==> src/rtl/gafv_pkg.sv <==
`timescale 1ns / 1ps
// Shared constants, register indexes, sequencer states and a ceil_sqrt helper for the grid viewport block.
package gafv_pkg;

  localparam int MAX_SLOTS_DEFAULT = 64;
  localparam int DIM_BITS_DEFAULT  = 13;

  localparam int SLOT_BITS      = 6;
  localparam int COUNT_REG_BITS = 7;
  localparam int CFG_INDEX_BITS = 2;

  localparam int RESET_SURFACE_WIDTH  = 1920;
  localparam int RESET_SURFACE_HEIGHT = 1080;
  localparam int RESET_TILE_COUNT     = 1;

  localparam logic [CFG_INDEX_BITS-1:0] REG_SURFACE_WIDTH  = 2'd0;
  localparam logic [CFG_INDEX_BITS-1:0] REG_SURFACE_HEIGHT = 2'd1;
  localparam logic [CFG_INDEX_BITS-1:0] REG_TILE_COUNT     = 2'd2;

  typedef enum logic [8:0] {
    ST_IDLE = 9'b000000001,
    ST_ROWS = 9'b000000010,
    ST_PW   = 9'b000000100,
    ST_PH   = 9'b000001000,
    ST_SLOT = 9'b000010000,
    ST_MUL  = 9'b000100000,
    ST_CMP  = 9'b001000000,
    ST_FIT  = 9'b010000000,
    ST_FIN  = 9'b100000000
  } state_t;

  function automatic int ceil_sqrt(input int n);
    int r;
    r = 1;
    while (r * r < n) r++;
    return r;
  endfunction

endpackage

==> src/rtl/grid_aspect_fit_viewport_top.sv <==
`timescale 1ns / 1ps
// Top level: grid tile viewport with aspect-kept fit, sequencer around a serial divider.
//
// One item at a time: five divisions run on a single bit-serial divider (one quotient bit
// per cycle), and the next item can be taken in the cycle after the result is registered.
// A zero source dimension skips the fit division. The result register frees the input
// side while a finished result waits to be taken.
module grid_aspect_fit_viewport_top #(
  parameter int MAX_SLOTS = gafv_pkg::MAX_SLOTS_DEFAULT,
  parameter int DIM_BITS  = gafv_pkg::DIM_BITS_DEFAULT
) (
  input  logic clk,
  input  logic rst,
  input  logic s_axis_tvalid,
  output logic s_axis_tready,
  // slot_number, source_width, source_height (lowest bit first), zero padded
  input  logic [((gafv_pkg::SLOT_BITS + 2 * DIM_BITS + 7) / 8) * 8 - 1:0] s_axis_tdata,
  output logic m_axis_tvalid,
  input  logic m_axis_tready,
  // view_x, view_y, view_width, view_height (lowest bit first), zero padded
  output logic [((4 * DIM_BITS + 2 + 7) / 8) * 8 - 1:0] m_axis_tdata,
  input  logic cfg_valid,
  output logic cfg_ready,
  input  logic [gafv_pkg::CFG_INDEX_BITS-1:0] cfg_index,
  input  logic [DIM_BITS-1:0] cfg_data
);

  localparam int CNT_W    = $clog2(MAX_SLOTS + 1);
  localparam int NUM_W    = CNT_W + 1;
  localparam int COLS_MAX = gafv_pkg::ceil_sqrt(MAX_SLOTS);
  localparam int COL_W    = $clog2(COLS_MAX + 1);
  localparam int SLOT_W   = (MAX_SLOTS > 1) ? $clog2(MAX_SLOTS) : 1;
  localparam int DW       = (DIM_BITS > NUM_W) ? DIM_BITS : NUM_W;
  localparam int BW       = $clog2(DW + 1);
  localparam int POS_W    = DIM_BITS + 1;
  localparam int PROD_W   = 2 * DIM_BITS;
  localparam int OUT_W    = ((4 * DIM_BITS + 2 + 7) / 8) * 8;
  localparam int SB       = gafv_pkg::SLOT_BITS;

  logic [DIM_BITS-1:0]                 surface_width;
  logic [DIM_BITS-1:0]                 surface_height;
  logic [gafv_pkg::COUNT_REG_BITS-1:0] tile_count;

  gafv_pkg::state_t state;

  logic [SB-1:0]       in_slot;
  logic [DIM_BITS-1:0] in_sw;
  logic [DIM_BITS-1:0] in_sh;
  logic [CNT_W-1:0]    count_c;
  logic [COL_W-1:0]    cols_c;
  logic [SLOT_W-1:0]   slot_c;
  logic [NUM_W-1:0]    rows_num_c;

  logic              div_start;
  logic              div_start_next;
  logic [DW-1:0]     div_hi;
  logic [DW-1:0]     div_lo;
  logic [DW-1:0]     div_den;
  logic [BW-1:0]     div_bits;
  logic              div_done;
  logic [DW-1:0]     div_quo;
  logic [DW-1:0]     div_rem;

  logic [COL_W-1:0]    cols_r;
  logic [COL_W-1:0]    rows_r;
  logic [COL_W-1:0]    col_r;
  logic [COL_W-1:0]    row_r;
  logic [SLOT_W-1:0]   slot_r;
  logic [DIM_BITS-1:0] src_w;
  logic [DIM_BITS-1:0] src_h;
  logic [DIM_BITS-1:0] pw;
  logic [DIM_BITS-1:0] ph;
  logic [DIM_BITS-1:0] fw;
  logic [DIM_BITS-1:0] fh;
  logic [PROD_W-1:0]   prod_a;
  logic [PROD_W-1:0]   prod_b;
  logic [POS_W-1:0]    pos_x;
  logic [POS_W-1:0]    pos_y;
  logic [POS_W-1:0]    phr;
  logic                empty;
  logic                wide;

  logic [DIM_BITS-1:0] off_x;
  logic [DIM_BITS-1:0] off_y;
  logic [POS_W-1:0]    view_x_next;
  logic [POS_W-1:0]    view_y_next;
  logic [DIM_BITS-1:0] view_width_next;
  logic [DIM_BITS-1:0] view_height_next;

  logic                out_valid;
  logic                out_load;
  logic [POS_W-1:0]    view_x;
  logic [POS_W-1:0]    view_y;
  logic [DIM_BITS-1:0] view_width;
  logic [DIM_BITS-1:0] view_height;

  assign in_slot = s_axis_tdata[SB-1:0];
  assign in_sw   = s_axis_tdata[SB +: DIM_BITS];
  assign in_sh   = s_axis_tdata[SB + DIM_BITS +: DIM_BITS];

  assign cfg_ready = 1'b1;

  always_ff @(posedge clk) begin
    if (rst) begin
      surface_width  <= DIM_BITS'(gafv_pkg::RESET_SURFACE_WIDTH);
      surface_height <= DIM_BITS'(gafv_pkg::RESET_SURFACE_HEIGHT);
      tile_count     <= gafv_pkg::COUNT_REG_BITS'(gafv_pkg::RESET_TILE_COUNT);
    end else if (cfg_valid && cfg_ready) begin
      case (cfg_index)
        gafv_pkg::REG_SURFACE_WIDTH: begin
          surface_width <= cfg_data;
        end
        gafv_pkg::REG_SURFACE_HEIGHT: begin
          surface_height <= cfg_data;
        end
        gafv_pkg::REG_TILE_COUNT: begin
          tile_count <= cfg_data[gafv_pkg::COUNT_REG_BITS-1:0];
        end
        default: begin
        end
      endcase
    end
  end

  always_comb begin
    if (tile_count == '0) begin
      count_c = CNT_W'(1);
    end else if (int'(tile_count) > MAX_SLOTS) begin
      count_c = CNT_W'(MAX_SLOTS);
    end else begin
      count_c = CNT_W'(tile_count);
    end
  end

  always_comb begin
    cols_c = COL_W'(COLS_MAX);
    for (int i = COLS_MAX; i >= 1; i--) begin
      if (i * i >= int'(count_c)) cols_c = COL_W'(i);
    end
  end

  always_comb begin
    if (int'(in_slot) > int'(count_c) - 1) begin
      slot_c = SLOT_W'(count_c - 1'b1);
    end else begin
      slot_c = SLOT_W'(in_slot);
    end
  end

  assign rows_num_c = NUM_W'(count_c) + NUM_W'(cols_c) - 1'b1;

  gafv_div #(
    .W(DW)
  ) u_div (
    .clk   (clk),
    .rst   (rst),
    .start (div_start),
    .num_hi(div_hi),
    .num_lo(div_lo),
    .den   (div_den),
    .bits  (div_bits),
    .done  (div_done),
    .quo   (div_quo),
    .rem   (div_rem)
  );

  assign s_axis_tready = (state == gafv_pkg::ST_IDLE);

  assign off_x       = (pw - fw) >> 1;
  assign off_y       = (ph - fh) >> 1;
  assign view_x_next = pos_x + POS_W'(off_x);
  assign view_y_next = pos_y + POS_W'(off_y);

  always_comb begin
    if (empty) begin
      view_width_next  = '0;
      view_height_next = '0;
    end else begin
      view_width_next  = (fw == '0) ? DIM_BITS'(1) : fw;
      view_height_next = (fh == '0) ? DIM_BITS'(1) : fh;
    end
  end

  assign div_start_next =
    ((state == gafv_pkg::ST_IDLE) && s_axis_tvalid) ||
    ((state inside {gafv_pkg::ST_ROWS, gafv_pkg::ST_PW, gafv_pkg::ST_PH}) && div_done) ||
    ((state == gafv_pkg::ST_CMP) && (src_w != '0) && (src_h != '0));

  assign out_load = (state == gafv_pkg::ST_FIN) && (!out_valid || m_axis_tready);

  always_ff @(posedge clk) begin
    if (rst) begin
      div_start <= 1'b0;
    end else begin
      div_start <= div_start_next;
    end
  end

  always_ff @(posedge clk) begin
    if (rst) begin
      out_valid <= 1'b0;
    end else if (out_load) begin
      out_valid <= 1'b1;
    end else if (m_axis_tvalid && m_axis_tready) begin
      out_valid <= 1'b0;
    end
  end

  always_ff @(posedge clk) begin
    if (rst) begin
      state <= gafv_pkg::ST_IDLE;
    end else begin
      case (state)
        gafv_pkg::ST_IDLE: begin
          if (s_axis_tvalid) begin
            cols_r    <= cols_c;
            slot_r    <= slot_c;
            src_w     <= in_sw;
            src_h     <= in_sh;
            div_hi    <= '0;
            div_lo    <= DW'(rows_num_c);
            div_den   <= DW'(cols_c);
            div_bits  <= BW'(NUM_W);
            state     <= gafv_pkg::ST_ROWS;
          end
        end
        gafv_pkg::ST_ROWS: begin
          if (div_done) begin
            rows_r    <= COL_W'(div_quo);
            div_hi    <= '0;
            div_lo    <= DW'(surface_width);
            div_den   <= DW'(cols_r);
            div_bits  <= BW'(DIM_BITS);
            state     <= gafv_pkg::ST_PW;
          end
        end
        gafv_pkg::ST_PW: begin
          if (div_done) begin
            pw        <= (div_quo[DIM_BITS-1:0] == '0) ? DIM_BITS'(1) : div_quo[DIM_BITS-1:0];
            div_hi    <= '0;
            div_lo    <= DW'(surface_height);
            div_den   <= DW'(rows_r);
            div_bits  <= BW'(DIM_BITS);
            state     <= gafv_pkg::ST_PH;
          end
        end
        gafv_pkg::ST_PH: begin
          if (div_done) begin
            ph        <= (div_quo[DIM_BITS-1:0] == '0) ? DIM_BITS'(1) : div_quo[DIM_BITS-1:0];
            div_hi    <= '0;
            div_lo    <= DW'(slot_r);
            div_den   <= DW'(cols_r);
            div_bits  <= BW'(SLOT_W);
            state     <= gafv_pkg::ST_SLOT;
          end
        end
        gafv_pkg::ST_SLOT: begin
          if (div_done) begin
            col_r <= COL_W'(div_rem);
            row_r <= COL_W'(div_quo);
            state <= gafv_pkg::ST_MUL;
          end
        end
        gafv_pkg::ST_MUL: begin
          prod_a <= PROD_W'(pw) * PROD_W'(src_h);
          prod_b <= PROD_W'(src_w) * PROD_W'(ph);
          pos_x  <= POS_W'(pw) * POS_W'(col_r);
          phr    <= POS_W'(ph) * POS_W'(row_r + 1'b1);
          state  <= gafv_pkg::ST_CMP;
        end
        gafv_pkg::ST_CMP: begin
          pos_y <= POS_W'(surface_height) - phr;
          fw    <= pw;
          fh    <= ph;
          if (src_w == '0 || src_h == '0) begin
            empty <= 1'b1;
            state <= gafv_pkg::ST_FIN;
          end else begin
            empty     <= 1'b0;
            div_bits  <= BW'(DIM_BITS);
            if (prod_a > prod_b) begin
              wide    <= 1'b1;
              div_hi  <= DW'(prod_b[PROD_W-1:DIM_BITS]);
              div_lo  <= DW'(prod_b[DIM_BITS-1:0]);
              div_den <= DW'(src_h);
            end else begin
              wide    <= 1'b0;
              div_hi  <= DW'(prod_a[PROD_W-1:DIM_BITS]);
              div_lo  <= DW'(prod_a[DIM_BITS-1:0]);
              div_den <= DW'(src_w);
            end
            state <= gafv_pkg::ST_FIT;
          end
        end
        gafv_pkg::ST_FIT: begin
          if (div_done) begin
            if (wide) begin
              fw <= div_quo[DIM_BITS-1:0];
            end else begin
              fh <= div_quo[DIM_BITS-1:0];
            end
            state <= gafv_pkg::ST_FIN;
          end
        end
        gafv_pkg::ST_FIN: begin
          if (out_load) begin
            view_x      <= view_x_next;
            view_y      <= view_y_next;
            view_width  <= view_width_next;
            view_height <= view_height_next;
            state       <= gafv_pkg::ST_IDLE;
          end
        end
        default: begin
          state <= gafv_pkg::ST_IDLE;
        end
      endcase
    end
  end

  assign m_axis_tvalid = out_valid;
  assign m_axis_tdata  = OUT_W'({view_height, view_width, view_y, view_x});

  a_accept_starts: assert property (@(posedge clk) disable iff (rst)
    (s_axis_tvalid && s_axis_tready) |=> (state == gafv_pkg::ST_ROWS && div_start))
    else $error("accepted item did not start the row division");

  a_done_in_wait: assert property (@(posedge clk) disable iff (rst)
    div_done |-> (state == gafv_pkg::ST_ROWS || state == gafv_pkg::ST_PW ||
                  state == gafv_pkg::ST_PH || state == gafv_pkg::ST_SLOT ||
                  state == gafv_pkg::ST_FIT))
    else $error("divider finished outside a division wait state");

  a_size_pair: assert property (@(posedge clk) disable iff (rst)
    m_axis_tvalid |-> ((view_width == '0) == (view_height == '0)))
    else $error("only one viewport dimension is zero");

endmodule

==> src/rtl/gafv_div.sv <==
`timescale 1ns / 1ps
// Bit-serial restoring divider: one quotient bit per cycle, high half below the divisor.
module gafv_div #(
  parameter int W = 13
) (
  input  logic                   clk,
  input  logic                   rst,
  input  logic                   start,
  input  logic [W-1:0]           num_hi,
  input  logic [W-1:0]           num_lo,
  input  logic [W-1:0]           den,
  input  logic [$clog2(W+1)-1:0] bits,
  output logic                   done,
  output logic [W-1:0]           quo,
  output logic [W-1:0]           rem
);

  localparam int BW = $clog2(W + 1);

  logic          busy;
  logic [BW-1:0] cnt;
  logic [W-1:0]  rem_q;
  logic [W-1:0]  quo_q;
  logic [W-1:0]  den_q;
  logic [W:0]    trial;
  logic [W:0]    diff;
  logic          ge;

  assign trial = {rem_q, quo_q[W-1]};
  assign diff  = trial - {1'b0, den_q};
  assign ge    = (trial >= {1'b0, den_q});

  always_ff @(posedge clk) begin
    if (rst) begin
      busy <= 1'b0;
      done <= 1'b0;
      cnt  <= '0;
    end else begin
      done <= 1'b0;
      if (start) begin
        busy <= 1'b1;
        cnt  <= bits;
      end else if (busy) begin
        cnt <= cnt - 1'b1;
        if (cnt == BW'(1)) begin
          busy <= 1'b0;
          done <= 1'b1;
        end
      end
    end
  end

  always_ff @(posedge clk) begin
    if (start) begin
      rem_q <= num_hi;
      quo_q <= num_lo << (BW'(W) - bits);
      den_q <= den;
    end else if (busy) begin
      rem_q <= ge ? diff[W-1:0] : trial[W-1:0];
      quo_q <= {quo_q[W-2:0], ge};
    end
  end

  assign quo = quo_q;
  assign rem = rem_q;

endmodule
==> config.mk <==
export PLATFORM = sky130hd
export DESIGN_NAME = grid_aspect_fit_viewport_top
export DESIGN_NICKNAME = d
export VERILOG_FILES = /design/src/rtl/gafv_pkg.sv /design/src/rtl/grid_aspect_fit_viewport_top.sv /design/src/rtl/gafv_div.sv
export SDC_FILE = /design/constraint.sdc
export NUM_CORES = 2
export LEC_CHECK = 0
export ABC_AREA = 1
export BUFFER_PORTS_ARGS = -buffer_cell sky130_fd_sc_hd__buf_2
export CORE_MARGIN = 10
export CORE_UTILIZATION = 55
export CTS_BUF_LIST = sky130_fd_sc_hd__clkbuf_16
export DETAILED_ROUTE_END_ITERATION = 8
export PLACE_DENSITY = 0.72
export SLEW_MARGIN = 20
export SYNTH_ARGS = -nofsm -noshare
export SYNTH_HDL_FRONTEND = slang
export SYNTH_SLANG_ARGS = --single-unit
==> constraint.sdc <==
create_clock -name clk -period 14.45 [get_ports clk]
set_input_delay 2.1675 -clock clk [delete_from_list [all_inputs] [get_ports clk]]
set_output_delay 2.1675 -clock clk [all_outputs]
set_load 0.05 [all_outputs]
==> impl_metrics.csv <==
group,metric,value,unit
cts,clockRootBuffer,"clkbuf_16",
place,place.gp.congestion,0.914,
cells_and_area,final_cell_mix,"nand2_1, inv_1, edfxtp_1",
cells_and_area,final_layout_size_suffix_gt1_frac,0.0605,
timing,totalNegativeSetupSlack,0,ns
synthesis,async_flop_share,0,
synthesis,synth_flop_cell,"edfxtp_1",
floorplanning,io_pins,111,
power_and_ir_drop,pwr-share-comb,0.543,
status,status,"complete, no violations",
power_and_ir_drop,total_power,6.08,mW
cts,tritoncts,"done",
timing,period_needed,5.74,ns
cts,postCtsHoldBufs,0,
cts,cts_inserted_buffers,45,
setup_path,critPathTopFamily,"adder cells",
setup_path,cp-start-kind,"register",
synthesis,synth_edf_count,332,
setup_path,arrival,6.08,ns
setup_path,crit_slowest_cell,"edfxtp_1",
setup_path,ff2ff_path_depth,21,
place,place_inst,4686,
power_and_ir_drop,clkPwrFrac,0.189,
cts,clk_latency,0.62,ns
floorplanning,die_x,268,um
cells_and_area,n_antenna_cell,0,
timing,rsz0062_at_grt,"false",
setup_path,slowest_delay,0.97,ns
synthesis,synthesis.area,33800,sq um
floorplanning,start_util,0.558,
power_and_ir_drop,leakagePower,18.4,nW
global_route,grt_max_degree,55,
setup_path,path_class,"register to register",
setup_path,crit_fanout,19,
cells_and_area,mostFrequentLayoutCell,"nand2_1",
cts,cts_sinks,382,
setup_path,crit_path_end,"prod_b[22]",
routing,wirelength,83300,um
power_and_ir_drop,p_switching,2.71,mW
cells_and_area,fin_nets,4597,
synthesis,synth_warnings,0,
cts,clk_pin_slew,0.07,ns
synthesis,synth_top_cell_by_area,"edfxtp_1",
setup_path,reg2reg_to,"prod_b[22]",
setup_path,cp_cell_sequence,"nand2_1, fa_1, inv_1, fa_1, inv_1, fa_1, inv_1, fa_1, inv_1, fa_1, inv_1, ha_1, nand2_1, inv_1, a21oi_1, o21ai_0, nand3_1, nand2_1, nand2_1, nand2_1, xor2_1",
cts,htreeDepth,2,
power_and_ir_drop,pwr-share-seq,0.267,
synthesis,synth.area.top_cells,"edfxtp_1, fa_1, ha_1, nand2_1, inv_1",
floorplanning,row_count,90,
setup_path,cp_common_cell,"inv_1",
routing,vias,25800,
cells_and_area,layout.cells.non_filler,4768,
setup_path,worstPathRequired,14.79,ns
routing,viasPerCell,5.41,
setup_path,regToRegStartpoint,"ph[1]",
floorplanning,die_h,268,um
timing,slew_violations,0,
cts,cts_buffer_depth,3,
setup_path,startpoint,"ph[1]",
synthesis,yosysTopAreaCellShare,0.295,
cells_and_area,area_delta_synth_final,7.67,%
setup_path,critPathBufInv,6,
synthesis,syn_inst,3920,
global_route,overflow,0,
cts,ctsResizeCount,0,
global_route,gr-usage-all-layers,0.236,
timing,setup_violations,0,
global_route,grt_pass1_wl,135000,um
timing,slew_headroom,0.295,
setup_path,endpoint_kind,"register",
power_and_ir_drop,irDropWorstVdd,0.306,mV
routing,ant_nets,0,
floorplanning,core_area,60600,sq um
cts,cts_setup_buffers,0,
power_and_ir_drop,p_sw_frac,0.446,
place,portBuffers,107,
global_route,first_global_vias,25500,
routing,routedWlPerCell,17.5,um
timing,fmax,0.174,GHz
min_path,hold_class,"register to register",
setup_path,worst-path-stages,21,
timing,hold_viol_final,0,
global_route,antenna_found_initial,0,
timing,period_share,0.397,
power_and_ir_drop,power_density,167,nW/um^2
synthesis,ys_types,62,
timing,fin_skew,0.0360,ns
timing,worst_pin_slew,1.06,ns
routing,dr.pass1.iters,6,
routing,drc,0,
flow_run,drv_cap,0,
routing,dr.first_iter.drc_count,2247,
setup_path,r2r_slack,8.71,ns
synthesis,yosysSeqAreaShare,0.324,
place,dp_hpwl,64800,um
power_and_ir_drop,power.internal,3.37,mW
floorplanning,die_area,71800,sq um
synthesis,synth-seq-cells,382,
synthesis,avgSynthCellArea,8.63,sq um
==> worst min path at each step <==
stage,endpoint,slack [ns],start,depth (start not counted)
2_1_floorplan,u_div.den_q[0],0.40,div_den[0],0
3_3_place_gp,u_div.den_q[8],0.40,div_den[8],0
3_5_place_dp,u_div.den_q[2],0.41,div_den[2],0
4_1_cts,u_div.den_q[2],0.38,div_den[2],0
5_1_grt,u_div.den_q[2],0.39,div_den[2],0
6_report,u_div.den_q[2],0.39,div_den[2],0
==> power groups by stage <==
stage | clock network (mW) | registers, mW | logic (mW)
after floorplan | 0 | 1.57 | 2.52
after global placement | 0 | 1.64 | 3.25
after detailed placement | 0 | 1.65 | 3.28
after CTS | 1.17 | 1.62 | 3.31
after global routing | 1.21 | 1.63 | 3.81
final | 1.15 | 1.63 | 3.30
==> cells by family after synthesis <==
group,synth area share
AO/OA/AOI/OAI,0.0798
XOR/XNOR,0.0385
adder cells (fa/ha/maj),0.286
buffers and inverters,0.110
flip-flops,0.324
multiplexers,0.00118
other,0.000222
AND/OR/NAND/NOR,0.160
==> cells in the mapped netlist (4+ instances only) <==
cell,count
a211oi_1,6
a21boi_0,5
a21o_1,9
a21oi_1,197
a221oi_1,5
a22o_1,4
a31oi_1,11
buf_1,7
buf_2,12
buf_4,8
clkbuf_1,116
dfxtp_1,50
edfxtp_1,332
fa_1,299
ha_1,295
inv_1,827
inv_2,4
mux2i_1,4
nand2_1,889
nand3_1,118
nand4_1,17
nor2_1,228
nor2_2,7
nor3_1,26
nor4_1,13
o2111ai_1,5
o211ai_1,11
o21a_1,5
o21ai_0,184
o21ai_1,14
o21bai_1,14
o22ai_1,6
o31ai_1,5
xnor2_1,52
xor2_1,95
==> worst reg2reg max path: cells and delay by family, from the launching register on <==
kind / cells / cell delay, ns
AOI/OAI and AO/OA: 2 / 0.53
xor gates and xnor gates: 1 / 0.14
adders and majority gates: 6 / 2.90
buffers and inverters: 6 / 0.29
DFF: 1 / 0.97
and+or+nand+nor: 6 / 0.62
==> layer usage <==
layer / global-route usage / up-vias / part of all wire
li1: - / 12400 / -
met1: 0.318 / 12400 / 0.43
met2: 0.384 / 890 / 0.47
met3: 0.0332 / 141 / 0.072
met4: 0.0849 / 0 / 0.035
met5: 0 / - / 0
==> sequential cells by signal, summed over array words and instances (netlist names), 14 cells and up <==
register,flops
view_y,14
phr,14
prod_a,26
pos_x,14
pos_y,14
view_x,14
prod_b,26
==> cell type report <==
cell class / count / area [sq um]
multi-input cells: 2562 / 19200
repair buffers: 127 / 686
clock inverters: 35 / 312
clock buffers: 47 / 1180
inverters: 833 / 3130
fillers: 5287 / 24200
flip-flops and latches: 382 / 11000
well taps: 782 / 978
==> per-stage QoR <==
stage	hold WS [ns]	utilization	cell area [sq um]	worst slack [ns]
2_1_floorplan	0.400	-	33800	6.39
3_3_place_gp	0.402	0.576	34900	8.82
3_5_place_dp	0.406	0.576	34900	8.77
4_1_cts	0.384	0.601	36400	8.71
5_1_grt	0.395	0.601	36400	8.33
6_report	0.389	0.601	36400	8.71
Power figures use the tool's default switching activity.
